==> src/design/cpms_pkg.sv <==
// Package for the card presence and mount supervisor.
// Holds the status and register codes, the configuration, state, item and result
// types shared by the step logic and the top level. Depends on nothing.
package cpms_pkg;

    localparam int unsigned TimeW    = 32;
    localparam int unsigned HoldW    = 16;
    localparam int unsigned IntervW  = 24;
    localparam int unsigned CfgIdxW  = 3;
    localparam int unsigned CfgDataW = 24;
    localparam int unsigned InDataW  = 40;
    localparam int unsigned OutDataW = 8;

    typedef enum logic [1:0] {
        ST_OK               = 2'd0,
        ST_NOT_FOUND        = 2'd1,
        ST_INVALID_RESPONSE = 2'd2,
        ST_INVALID_STATE    = 2'd3
    } t_status;

    typedef enum logic [CfgIdxW-1:0] {
        CFG_DETECT_PRESENT  = 3'd0,
        CFG_INSERT_SETTLE   = 3'd1,
        CFG_REMOVE_DEBOUNCE = 3'd2,
        CFG_BLIND_PROBE     = 3'd3,
        CFG_RETRY_PRESENT   = 3'd4,
        CFG_RETRY_MIN       = 3'd5,
        CFG_RETRY_MAX       = 3'd6,
        CFG_MOUNT_POINT_SET = 3'd7
    } t_cfg_reg;

    typedef enum logic {
        OP_UPDATE  = 1'b0,
        OP_UNMOUNT = 1'b1
    } t_op;

    typedef struct packed {
        logic               detect_present;
        logic [HoldW-1:0]   insert_settle_ms;
        logic [HoldW-1:0]   remove_debounce_ms;
        logic [IntervW-1:0] blind_probe_ms;
        logic [IntervW-1:0] retry_present_ms;
        logic [IntervW-1:0] retry_min_ms;
        logic [IntervW-1:0] retry_max_ms;
        logic               mount_point_set;
    } t_cfg;

    typedef struct packed {
        logic               debounced_inserted;
        logic [TimeW-1:0]   stable_since_ms;
        logic [TimeW-1:0]   last_probe_ms;
        logic [IntervW-1:0] retry_interval_ms;
        logic               line_validated;
        logic               line_rejected;
        logic               mounted;
        logic               registered;
    } t_state;

    typedef struct packed {
        t_op              op;
        logic [TimeW-1:0] now_ms;
        logic             detect_level;
        logic             lock_granted;
        logic             mount_ok;
        logic             probe_ok;
    } t_item;

    // Declared high field first so that status lands in the lowest bits.
    typedef struct packed {
        logic    detect_usable;
        logic    probe_attempted;
        logic    mount_attempted;
        logic    card_inserted;
        logic    mounted;
        t_status status;
    } t_result;

endpackage

==> src/design/card_presence_mount_supervisor_top.sv <==
// Top level of the card presence and mount supervisor.
// Holds the configuration registers, the input word register, the supervisor
// state and the result register; instantiates cpms_step. Depends on cpms_pkg.
//
// Usage:
//   Configuration: write register i_cfg_index with i_cfg_data on the cfg channel
//   (o_cfg_ready is always high); write only while the block is idle.
//   Input words on the s channel: tdata holds now_ms, detect_level,
//   lock_granted, mount_ok, probe_ok; tuser holds op (0 update, 1 unmount).
//   Each input word yields exactly one result word on the m channel: status,
//   mounted, card_inserted, mount_attempted, probe_attempted, detect_usable.
//   Path: the word passes through the input register, then the single-pass step into
//   the result register. Throughput: one word per cycle while the m side does
//   not stall; the state update happens as the word moves into the result
//   register, so the next word already sees it.
//   Stall: when the m side holds tready low, the result register holds, and the
//   input register fills; o_s_tready drops only when both are full.
//   Reset (i_rst_n low, synchronous): clear the configuration, all supervisor
//   state and both valid flags; no clearing pass is needed.
module card_presence_mount_supervisor_top (
    input  logic                            i_clk,
    input  logic                            i_rst_n,
    // Input stream
    input  logic                            i_s_tvalid,
    output logic                            o_s_tready,
    // [31:0] now_ms, [32] detect_level, [33] lock_granted, [34] mount_ok,
    // [35] probe_ok, [39:36] zero
    input  logic [cpms_pkg::InDataW-1:0]    i_s_tdata,
    // [0] op
    input  logic                            i_s_tuser,
    // Result stream
    output logic                            o_m_tvalid,
    input  logic                            i_m_tready,
    // [1:0] status, [2] mounted, [3] card_inserted, [4] mount_attempted,
    // [5] probe_attempted, [6] detect_usable, [7] zero
    output logic [cpms_pkg::OutDataW-1:0]   o_m_tdata,
    // Configuration write channel
    input  logic                            i_cfg_valid,
    output logic                            o_cfg_ready,
    input  logic [cpms_pkg::CfgIdxW-1:0]    i_cfg_index,
    input  logic [cpms_pkg::CfgDataW-1:0]   i_cfg_data
);

    cpms_pkg::t_cfg    r_cfg;
    cpms_pkg::t_state  r_state;
    cpms_pkg::t_state  n_state;
    cpms_pkg::t_item   r_in;
    logic              r_in_valid;
    cpms_pkg::t_result r_out;
    cpms_pkg::t_result n_out;
    logic              r_out_valid;
    logic              w_adv;

    // Move the input word on when the result register is free or being drained.
    assign w_adv       = ~r_out_valid | i_m_tready;
    assign o_s_tready  = ~r_in_valid | w_adv;
    assign o_cfg_ready = 1'b1;

    // Configuration registers
    always_ff @(posedge i_clk) begin
        if (!i_rst_n) begin
            r_cfg <= '0;
        end else if (i_cfg_valid) begin
            case (i_cfg_index)
                cpms_pkg::CFG_DETECT_PRESENT:  r_cfg.detect_present     <= i_cfg_data[0];
                cpms_pkg::CFG_INSERT_SETTLE:   r_cfg.insert_settle_ms   <= i_cfg_data[15:0];
                cpms_pkg::CFG_REMOVE_DEBOUNCE: r_cfg.remove_debounce_ms <= i_cfg_data[15:0];
                cpms_pkg::CFG_BLIND_PROBE:     r_cfg.blind_probe_ms     <= i_cfg_data;
                cpms_pkg::CFG_RETRY_PRESENT:   r_cfg.retry_present_ms   <= i_cfg_data;
                cpms_pkg::CFG_RETRY_MIN:       r_cfg.retry_min_ms       <= i_cfg_data;
                cpms_pkg::CFG_RETRY_MAX:       r_cfg.retry_max_ms       <= i_cfg_data;
                cpms_pkg::CFG_MOUNT_POINT_SET: r_cfg.mount_point_set    <= i_cfg_data[0];
                default: ;
            endcase
        end
    end

    // Input word register
    always_ff @(posedge i_clk) begin
        if (!i_rst_n) begin
            r_in_valid <= 1'b0;
        end else if (o_s_tready) begin
            r_in_valid <= i_s_tvalid;
        end
    end

    always_ff @(posedge i_clk) begin
        if (o_s_tready && i_s_tvalid) begin
            r_in.op           <= cpms_pkg::t_op'(i_s_tuser);
            r_in.now_ms       <= i_s_tdata[31:0];
            r_in.detect_level <= i_s_tdata[32];
            r_in.lock_granted <= i_s_tdata[33];
            r_in.mount_ok     <= i_s_tdata[34];
            r_in.probe_ok     <= i_s_tdata[35];
        end
    end

    cpms_step u_step (
        .i_cfg    (r_cfg),
        .i_state  (r_state),
        .i_item   (r_in),
        .o_state  (n_state),
        .o_result (n_out)
    );

    // Commit state and result together as the word moves into the result register.
    always_ff @(posedge i_clk) begin
        if (!i_rst_n) begin
            r_state     <= '0;
            r_out_valid <= 1'b0;
        end else if (w_adv) begin
            r_out_valid <= r_in_valid;
            if (r_in_valid) begin
                r_state <= n_state;
            end
        end
    end

    always_ff @(posedge i_clk) begin
        if (w_adv && r_in_valid) begin
            r_out <= n_out;
        end
    end

    assign o_m_tvalid = r_out_valid;
    assign o_m_tdata  = {1'b0, r_out};

    // A detect line is never both trusted and rejected.
    assert property (@(posedge i_clk) disable iff (!i_rst_n)
        !(r_state.line_validated && r_state.line_rejected))
        else $error("line validated and rejected at once");

    // A live mount is always a registered one.
    assert property (@(posedge i_clk) disable iff (!i_rst_n)
        !(r_state.mounted && !r_state.registered))
        else $error("mounted without registration");

    // A failed mount attempt reports not found and leaves nothing mounted.
    assert property (@(posedge i_clk) disable iff (!i_rst_n)
        (r_out_valid && r_out.mount_attempted && !r_out.probe_attempted)
        |-> (r_out.status == cpms_pkg::ST_NOT_FOUND && !r_out.mounted))
        else $error("failed mount result inconsistent");

    // A mount attempt never reports invalid state.
    assert property (@(posedge i_clk) disable iff (!i_rst_n)
        (r_out_valid && r_out.mount_attempted)
        |-> (r_out.status != cpms_pkg::ST_INVALID_STATE))
        else $error("mount attempted with invalid state");

    // A word leaving the input register shows up as a result next cycle.
    assert property (@(posedge i_clk) disable iff (!i_rst_n)
        (r_in_valid && w_adv) |=> r_out_valid)
        else $error("input word lost");

endmodule

==> src/design/cpms_step.sv <==
// Combinational step of the card presence and mount supervisor.
// Maps the current state, configuration and one item to the next state and one
// result. Depends on cpms_pkg.
module cpms_step (
    input  cpms_pkg::t_cfg    i_cfg,
    input  cpms_pkg::t_state  i_state,
    input  cpms_pkg::t_item   i_item,
    output cpms_pkg::t_state  o_state,
    output cpms_pkg::t_result o_result
);

    logic                              usable;
    logic                              inserted;
    logic                              insert_edge;
    logic [cpms_pkg::HoldW-1:0]        hold;
    logic [cpms_pkg::TimeW-1:0]        since_stable;
    logic [cpms_pkg::TimeW-1:0]        since_probe;
    logic [cpms_pkg::IntervW-1:0]      retry_cur;
    logic [cpms_pkg::IntervW-1:0]      wait_ms;
    logic [cpms_pkg::IntervW:0]        doubled;
    logic [cpms_pkg::IntervW-1:0]      backoff;
    logic                              mount_tried;
    logic                              probe_tried;
    cpms_pkg::t_status                 status;
    cpms_pkg::t_state                  ns;

    assign usable       = i_cfg.detect_present & i_state.line_validated & ~i_state.line_rejected;
    assign since_stable = i_item.now_ms - i_state.stable_since_ms;
    assign since_probe  = i_item.now_ms - i_state.last_probe_ms;
    assign hold         = i_item.detect_level ? i_cfg.insert_settle_ms : i_cfg.remove_debounce_ms;

    always_comb begin
        ns          = i_state;
        mount_tried = 1'b0;
        probe_tried = 1'b0;
        status      = cpms_pkg::ST_OK;
        inserted    = 1'b1;
        insert_edge = 1'b0;
        retry_cur   = i_state.retry_interval_ms;
        wait_ms     = '0;
        doubled     = '0;
        backoff     = '0;

        if (i_item.op == cpms_pkg::OP_UNMOUNT) begin
            ns.mounted    = 1'b0;
            ns.registered = 1'b0;
        end else begin
            // Debounce the detect line; without one, take the card as present.
            if (i_cfg.detect_present) begin
                if (i_item.detect_level != i_state.debounced_inserted) begin
                    if (since_stable >= {{(cpms_pkg::TimeW-cpms_pkg::HoldW){1'b0}}, hold}) begin
                        ns.debounced_inserted = i_item.detect_level;
                        ns.stable_since_ms    = i_item.now_ms;
                    end
                end else begin
                    ns.stable_since_ms = i_item.now_ms;
                end
                inserted = ns.debounced_inserted;
            end
            insert_edge = i_cfg.detect_present & inserted & ~i_state.debounced_inserted;

            if (!i_item.lock_granted) begin
                status = i_state.mounted ? cpms_pkg::ST_OK : cpms_pkg::ST_NOT_FOUND;
            end else if (i_state.mounted) begin
                if (usable && !inserted) begin
                    ns.mounted = 1'b0;
                    status     = cpms_pkg::ST_NOT_FOUND;
                end else if (!usable && since_probe <
                             {{(cpms_pkg::TimeW-cpms_pkg::IntervW){1'b0}}, i_cfg.blind_probe_ms}) begin
                    status = cpms_pkg::ST_OK;
                end else begin
                    ns.last_probe_ms = i_item.now_ms;
                    probe_tried      = 1'b1;
                    if (!i_item.probe_ok) begin
                        if (usable) begin
                            ns.line_validated = 1'b0;
                            ns.line_rejected  = 1'b1;
                        end
                        ns.mounted = 1'b0;
                        status     = cpms_pkg::ST_INVALID_RESPONSE;
                    end
                end
            end else if (i_state.registered) begin
                status = cpms_pkg::ST_NOT_FOUND;
            end else if (!i_cfg.mount_point_set) begin
                status = cpms_pkg::ST_INVALID_STATE;
            end else if (usable && !inserted) begin
                status = cpms_pkg::ST_NOT_FOUND;
            end else begin
                // Restart backoff on a real insert edge.
                if (insert_edge) begin
                    retry_cur = '0;
                end
                ns.retry_interval_ms = retry_cur;
                wait_ms = (usable && inserted) ? i_cfg.retry_present_ms : retry_cur;
                if (since_probe < {{(cpms_pkg::TimeW-cpms_pkg::IntervW){1'b0}}, wait_ms}) begin
                    status = cpms_pkg::ST_NOT_FOUND;
                end else begin
                    ns.last_probe_ms = i_item.now_ms;
                    mount_tried      = 1'b1;
                    if (!i_item.mount_ok) begin
                        doubled = {retry_cur, 1'b0};
                        if (retry_cur < i_cfg.retry_min_ms) begin
                            backoff = i_cfg.retry_min_ms;
                        end else if (doubled < {1'b0, i_cfg.retry_max_ms}) begin
                            backoff = doubled[cpms_pkg::IntervW-1:0];
                        end else begin
                            backoff = i_cfg.retry_max_ms;
                        end
                        ns.retry_interval_ms = backoff;
                        status               = cpms_pkg::ST_NOT_FOUND;
                    end else begin
                        ns.mounted           = 1'b1;
                        ns.registered        = 1'b1;
                        ns.retry_interval_ms = i_cfg.retry_min_ms;
                        // First good mount settles whether the detect line is trusted.
                        if (i_cfg.detect_present && !i_state.line_validated &&
                            !i_state.line_rejected) begin
                            ns.debounced_inserted = i_item.detect_level;
                            ns.line_validated     = i_item.detect_level;
                            ns.line_rejected      = ~i_item.detect_level;
                            ns.stable_since_ms    = i_item.now_ms;
                        end
                        probe_tried = 1'b1;
                        status = i_item.probe_ok ? cpms_pkg::ST_OK : cpms_pkg::ST_INVALID_RESPONSE;
                    end
                end
            end
        end
    end

    assign o_state                  = ns;
    assign o_result.status          = status;
    assign o_result.mounted         = ns.mounted;
    assign o_result.card_inserted   = ~i_cfg.detect_present | ns.debounced_inserted;
    assign o_result.mount_attempted = mount_tried;
    assign o_result.probe_attempted = probe_tried;
    assign o_result.detect_usable   = i_cfg.detect_present & ns.line_validated & ~ns.line_rejected;

endmodule
==> config.mk <==
export PLATFORM = sky130hd
export DESIGN_NAME = card_presence_mount_supervisor_top
export DESIGN_NICKNAME = d
export VERILOG_FILES = /design/src/design/cpms_pkg.sv /design/src/design/card_presence_mount_supervisor_top.sv /design/src/design/cpms_step.sv
export SDC_FILE = /design/constraint.sdc
export NUM_CORES = 1
export LEC_CHECK = 0
export ABC_AREA = 0
export BUFFER_PORTS_ARGS = -buffer_cell sky130_fd_sc_hd__clkbuf_2
export CORE_ASPECT_RATIO = 0.75
export CORE_MARGIN = 10
export CORE_UTILIZATION = 25
export DETAILED_ROUTE_END_ITERATION = 10
export HOLD_SLACK_MARGIN = 0.08
export PLACE_DENSITY = 0.42
export SLEW_MARGIN = 30
export SYNTH_ARGS = -nofsm -noshare
export SYNTH_HDL_FRONTEND = slang
export SYNTH_SLANG_ARGS = --single-unit
==> constraint.sdc <==
create_clock -name i_clk -period 14.5 [get_ports i_clk]
set_input_delay 4.35 -clock i_clk [delete_from_list [all_inputs] [get_ports i_clk]]
set_output_delay 4.35 -clock i_clk [all_outputs]
set_load 0.02 [all_outputs]
==> metrics.yaml, run 1 <==
status:
  outcome: "finished, final reports clean"
layout:
  layout_commonest_cell: "nand2_1"
  multi_input_area_um2: 10700
  mostFrequentLayoutCells: "nand2_1, a21oi_1, dfxtp_1"
  nNetsFinal: 2428
  layout-drive-gt1-share_pct: 9.93
  num_antenna_cells: 0
  fillers: 7564
  area_delta_synth_final_pct: 13.2
  regArea_um2: 5830
synth:
  synth_cell_types: 84
  synth_edf_count: 44
  synthCells: 2162
  ys_seq_area_share_pct: 33.0
  synth_ff_type: "dfxtp_1"
  synth_nets: 2407
  yosys_warnings: 0
  synth_top_area_share_pct: 25.6
  syn_area_um2: 17600
  synth.area.top_cells: "dfxtp_1, ha_1, nand2_1"
  avgSynthCellArea_um2: 8.15
  yosys.area.top_type: "dfxtp_1"
  async_reset_ff_share_pct: 0
  ys_ff_latch: 269
sta:
  max_freq_mhz: 107
  slew_headroom_pct: 36.4
  tns_ns: 0
  final_max_slew_viol_count: 0
  finalHoldViolations: 0
  hold_slack_ns: 0.454
  period_share_pct: 64.4
  fin_crit_ns: 9.34
  setup_viol: 0
  worstMarginPinSlew_ns: 0.954
  skew_ns: 0.0364
  rsz0062_at_grt: "no"
critical_path:
  crit_top_cell: "a21o_1"
  cp-end-kind: "register"
  critPathMaxStageDelay_ns: 0.73
  cp-start-kind: "register"
  critPathBufInv: 2
  path_delay_family: "compound AO/OA/AOI/OAI gates"
  path_max_fanout: 32
  slowest_stage: "a211oi_1"
  arrival_ns: 9.82
  cp.required_ns: 14.97
  crit_type: "reg2reg"
drt:
  via_count: 15200
  viasPerCell: 4.82
  drt_iter0_drc: 1043
  drc: 0
  wl_per_cell_um: 17.3
  totalWireLength_um: 54400
  drt-pass1-iter-count: 5
  antenna_left: 0
floorplan:
  die_h_um: 250
  start_util_pct: 25.2
  io_pins: 84
  rows: 84
  die_w_um: 327
  die_area_um2: 81600
  core_um2: 70000
run:
  drv_cap: 0
power_and_ir_drop:
  power_density_nw_per_um2: 96.1
  pwr-share-seq_pct: 41.2
  pwr-share-comb_pct: 14.9
  p_int_uw: 1370
  p_sw_share_pct: 28.7
  ir_drop_mv: 0.0737
  p_sw_uw: 550
  clockPowerShare_pct: 43.9
  power_leakage_uw: 0.00753
clock_network:
  cts_made_buffers: 34
  cts-htree-levels: 2
  cts_tree: "built"
  clock-sinks: 269
  cts_root_buf: "clkbuf_16"
  cts.path.max_buffers: 3
  post_cts.repair.setup_buffers: 0
  clk_pin_slew_ns: 0.06
  cts_resized: 0
  clk_latency_ns: 0.58
  ctsHoldBuffers: 0
placement:
  place_congestion: 0.860
  port_buffers: 77
  dp_hpwl_um: 40900
grt:
  grt_start_max_net_pins: 90
  antenna_found_initial: 0
  grt_pass1_vias: 14300
  gr-total-overflow: 0
  gr-usage-all-layers_pct: 12.9
  grt_pass1_wl_um: 85000
worst_hold_path:
  worstHoldPathType: "reg2reg"
-- metal layers --
metal,routed length [µm],up-vias,global-route usage (%)
li1,-,7619,-
met1,27900,7214,18.6
met2,23400,292,19.8
met3,2390,48,2.13
met4,709,0,2.49
met5,0,-,0
-- worst register-to-register path: cells and delay by family, from the launching register on --
| kind | cells | cell delay (ns) |
|---|---|---|
| AOI/OAI and AO/OA | 18 | 3.91 |
| xor gates and xnor gates | 1 | 0.23 |
| adders and majority gates | 3 | 0.93 |
| buffers and inverters | 2 | 0.75 |
| DFF | 1 | 0.51 |
| muxes | 2 | 0.46 |
| and+or+nand+nor | 9 | 2.50 |
-- registers in the layout, summed over array words and instances, names as in the netlist --
register / flops
o_m_tdata: 7
r_cfg: 130
o_m_tvalid: 1
r_in: 37
r_in_valid: 1
r_state: 93
-- worst paths after layout --
kind,from,end,slack (ns),depth (start not counted)
setup / recovery,r_in[5]$_DFFE_PP_,r_state[86]$_SDFFE_PN0P_,5.16,35
hold / removal,r_cfg[99]$_SDFFE_PN0P_,r_cfg[99]$_SDFFE_PN0P_,0.45,2
setup reg to reg,r_in[5]$_DFFE_PP_,r_state[86]$_SDFFE_PN0P_,5.16,35
hold reg to reg,r_cfg[99]$_SDFFE_PN0P_,r_cfg[99]$_SDFFE_PN0P_,0.45,2
-- metrics by stage --
step | cell area [µm²] | std cells | util [%] | power, µW | setup WS [ns]
5_1_grt | 20000 | 3151 | 28.5 | 2010 | 4.34
3_5_place_dp | 18900 | 3093 | 26.9 | 1090 | 5.09
6_report | 20000 | 3151 | 28.5 | 1920 | 5.16
3_3_place_gp | 18900 | 3093 | 26.9 | 1090 | 5.06
2_1_floorplan | 17600 | 2162 | - | 1000 | 5.45
4_1_cts | 19900 | 3151 | 28.5 | 1950 | 5.04
-- cell type report --
type | count | share of cell area [%]
clock buffer | 49 | 4.85
clock inverter | 9 | 0.583
inverter | 172 | 3.25
multi-input combinational | 1610 | 53.5
sequential | 269 | 29.2
tap | 946 | 5.93
timing repair buffer | 96 | 2.67
-- power by group through the flow --
| stage | Sequential [µW] | Clock [µW] | Combinational (µW) |
|---|---|---|---|
| after floorplan | 800 | 0 | 202 |
| after global placement | 808 | 0 | 282 |
| after detailed placement | 808 | 0 | 284 |
| after CTS | 792 | 875 | 286 |
| after global routing | 793 | 899 | 320 |
| final | 791 | 841 | 285 |
-- synth_stat cells (4+ instances only) --
library cell  count
buf_1             5
nor3_1           20
nand3b_1          4
o2111ai_1         6
clkbuf_1         82
mux2i_1         103
a211oi_1         12
nand4_1          33
a21oi_1         259
buf_6             4
buf_4             4
edfxtp_1         44
ha_1            170
nand2_1         394
and3_1            6
inv_1           170
or3_1             9
o211ai_1          9
a21o_1           59
o21a_1           20
and2_1            7
o22ai_2          20
nand3_1          65
xor2_1           19
nand2b_1         19
o31ai_1           6
a211o_1           7
o21ai_0          65
o22ai_1           5
a31oi_1          10
nor2b_1          19
o21bai_1          9
mux2_2           25
o21ai_1          21
nor4_1           13
dfxtp_1         225
xnor2_1          30
nor2_1           93
buf_2            13
-- cells by family (layout without fill, tap and decap cells) --
logic type | after synthesis | after routing | synth area share, %
other | 2 | 2 | 0.0426
flip-flops | 269 | 269 | 33.0
buffers and inverters | 283 | 326 | 6.57
multiplexers | 129 | 129 | 7.53
AO/OA/AOI/OAI | 557 | 557 | 20.4
XOR/XNOR | 49 | 49 | 2.43
AND/OR/NAND/NOR | 701 | 701 | 17.6
adder cells (fa/ha/maj) | 172 | 172 | 12.3
Power figures use the tool's default switching activity.
==> inputs of run 2 (changes only) <==
--- a/config.mk
+++ b/config.mk
@@ -12,7 +12,7 @@
 export CORE_UTILIZATION = 25
 export DETAILED_ROUTE_END_ITERATION = 10
 export HOLD_SLACK_MARGIN = 0.08
-export PLACE_DENSITY = 0.42
+export PLACE_DENSITY = 0.44
 export SLEW_MARGIN = 30
 export SYNTH_ARGS = -nofsm -noshare
 export SYNTH_HDL_FRONTEND = slang
==> constraint.sdc (replaced) <==
create_clock -name i_clk -period 8.34 [get_ports i_clk]
set_input_delay 2.502 -clock i_clk [delete_from_list [all_inputs] [get_ports i_clk]]
set_output_delay 2.502 -clock i_clk [all_outputs]
set_load 0.02 [all_outputs]
==> metrics.yaml, run 2 (synthesis gave the netlist of run 1 again) <==
placement:
  place_congestion: 0.892  # was 0.860
  dp.cells: 3141  # was 3,093
  port_buffers: 77  # unchanged
  dp_hpwl_um: 41500  # was 40,900 µm
drt:
  viasPerCell: 4.80  # was 4.82
  drc: 0  # unchanged
  drt_iter0_drc: 1080  # was 1,043
  antenna_left: 0  # unchanged
  drt-pass1-iter-count: 5  # unchanged
  wl_per_cell_um: 17.2  # was 17.3 µm
  totalWireLength_um: 55000  # was 54,400 µm
  via_count: 15400  # was 15,200
floorplan:
  core_um2: 70000  # unchanged
  io_pins: 84  # unchanged
  die_area_um2: 81600  # unchanged
  die_w_um: 327  # unchanged
  rows: 84  # unchanged
  die_h_um: 250  # unchanged
  start_util_pct: 25.2  # unchanged
critical_path:
  crit_top_cell: "a21o_1"  # unchanged
  path_max_fanout: 16  # was 32
  crit_type: "reg2reg"  # unchanged
  cp-start-kind: "register"  # unchanged
  critPathMaxStageDelay_ns: 0.42  # was 0.73 ns
  reg2reg_from: "r_in[7]$_DFFE_PP_"  # was r_in[5]$_DFFE_PP_
  reg2reg_slack_ns: 0.62  # was 5.16 ns
  slowest_stage: "or3_4"  # was a211oi_1
  arrival_ns: 8.20  # was 9.82 ns
  cp-end-kind: "register"  # unchanged
  crit_start: "r_in[7]$_DFFE_PP_"  # was r_in[5]$_DFFE_PP_
  cp.required_ns: 8.82  # was 14.97 ns
sta:
  slew_headroom_pct: 36.1  # was 36.4%
  rsz0062_at_grt: "no"  # unchanged
  finalHoldViolations: 0  # unchanged
  period_share_pct: 92.5  # was 64.4%
  hold_slack_ns: 0.452  # was 0.454 ns
  skew_ns: 0.0244  # was 0.0364 ns
  setup_viol: 0  # unchanged
  fin_crit_ns: 7.72  # was 9.34 ns
  final_max_slew_viol_count: 0  # unchanged
  max_freq_mhz: 130  # was 107 MHz
  tns_ns: 0  # unchanged
  worstMarginPinSlew_ns: 0.958  # was 0.954 ns
layout:
  num_antenna_cells: 0  # unchanged
  final_cell_count_no_fill: 3207  # was 3,151
  largest_register_ffs: 130  # unchanged
  mostFrequentLayoutCells: "nand2_1, a21oi_1, dfxtp_1"  # unchanged
  final_util_pct: 29.3  # was 28.5%
  layout-drive-gt1-share_pct: 12.3  # was 9.93%
  largest_register: "r_cfg"  # unchanged
  area_delta_synth_final_pct: 16.3  # was 13.2%
  reg.largest.list: "r_cfg (130), r_state (93), r_in (37)"  # unchanged
  nNetsFinal: 2480  # was 2,428
  layout_commonest_cell: "nand2_1"  # unchanged
clock_network:
  clock-sinks: 269  # unchanged
  cts-htree-levels: 2  # unchanged
  ctsHoldBuffers: 0  # unchanged
  clk_pin_slew_ns: 0.06  # about the same
  cts_root_buf: "clkbuf_16"  # unchanged
  cts_made_buffers: 35  # was 34
  cts_tree: "built"  # unchanged
  clk_latency_ns: 0.56  # was 0.58 ns
  cts.path.max_buffers: 3  # unchanged
run:
  drv_cap: 0  # unchanged
grt:
  gr-usage-all-layers_pct: 13.0  # was 12.9%
  gr-total-overflow: 0  # unchanged
  grt_pass1_wl_um: 85400  # was 85,000 µm
  antenna_found_initial: 1  # was 0
  grt_pass1_vias: 14700  # was 14,300
  grt_start_max_net_pins: 90  # unchanged
status:
  outcome: "finished, final reports clean"  # unchanged
worst_hold_path:
  min_from: "r_cfg[54]$_SDFFE_PN0P_"  # was r_cfg[99]$_SDFFE_PN0P_
  worstHoldPathType: "reg2reg"  # unchanged
power_and_ir_drop:
  ir_drop_mv: 0.109  # was 0.0737 mV
  power_density_nw_per_um2: 164  # was 96.1 nW/µm²
  power_leakage_uw: 0.00785  # was 0.00753 µW
==> run 2: area by class of cell <==
cell class	instances	area [µm²]
Clock buffer	47	952
Inverter	172	648
Fill cell	7516	49500
Tap cell	946	1180
Timing Repair Buffer	147	1060
Multi-Input combinational cell	1610	10700
Sequential cell	269	5830
Clock inverter	16	124
==> run 2: path summary, 6_finish.rpt <==
path | end | cells past startpoint
worst min-delay path | r_cfg[54]$_SDFFE_PN0P_ | 2
worst max register to register | r_state[83]$_SDFFE_PN0P_ | 36
worst min register to register | r_cfg[54]$_SDFFE_PN0P_ | 2
worst max-delay path | r_state[83]$_SDFFE_PN0P_ | 36
==> run 2: critical path: cells and delay by family (launching register included) <==
kind                       cells  cell delay [ns]
AOI/OAI and AO/OA             18             3.23
xor gates and xnor gates       1             0.15
adders and majority gates      3             0.91
buffers and inverters          2             0.36
DFF                            1             0.40
muxes                          3             0.77
and+or+nand+nor                9             1.78
==> run 2: per-layer routing <==
| layer | global-route usage, % | vias up | routed length, µm |
|---|---|---|---|
| met1 | 18.7 | 7287 | 28000 |
| met3 | 2.05 | 60 | 2540 |
| met2 | 19.9 | 316 | 23600 |
| met5 | 0 | - | 0 |
| li1 | - | 7719 | - |
| met4 | 2.97 | 0 | 952 |
==> run 2: what timing repair did <==
item,CTS,global route
buffers inserted,0,2
resized for setup,0,8
setup endpoints to repair,0,99
==> run 2: stage by stage <==
stage	area (µm²)	total power [µW]	worst slack, ns
after floorplan	17600	1740	0.883
after global placement	19300	1910	0.245
after detailed placement	19300	1910	0.0725
after CTS	20400	3420	0.0552
after global routing	20500	3530	0.0111
final	20500	3360	0.625
==> run 2: power by group <==
group          internal (µW)  total [µW]  switching, µW
logic                    202         517            315
registers               1350        1370           26.0
clock network            839        1470            630
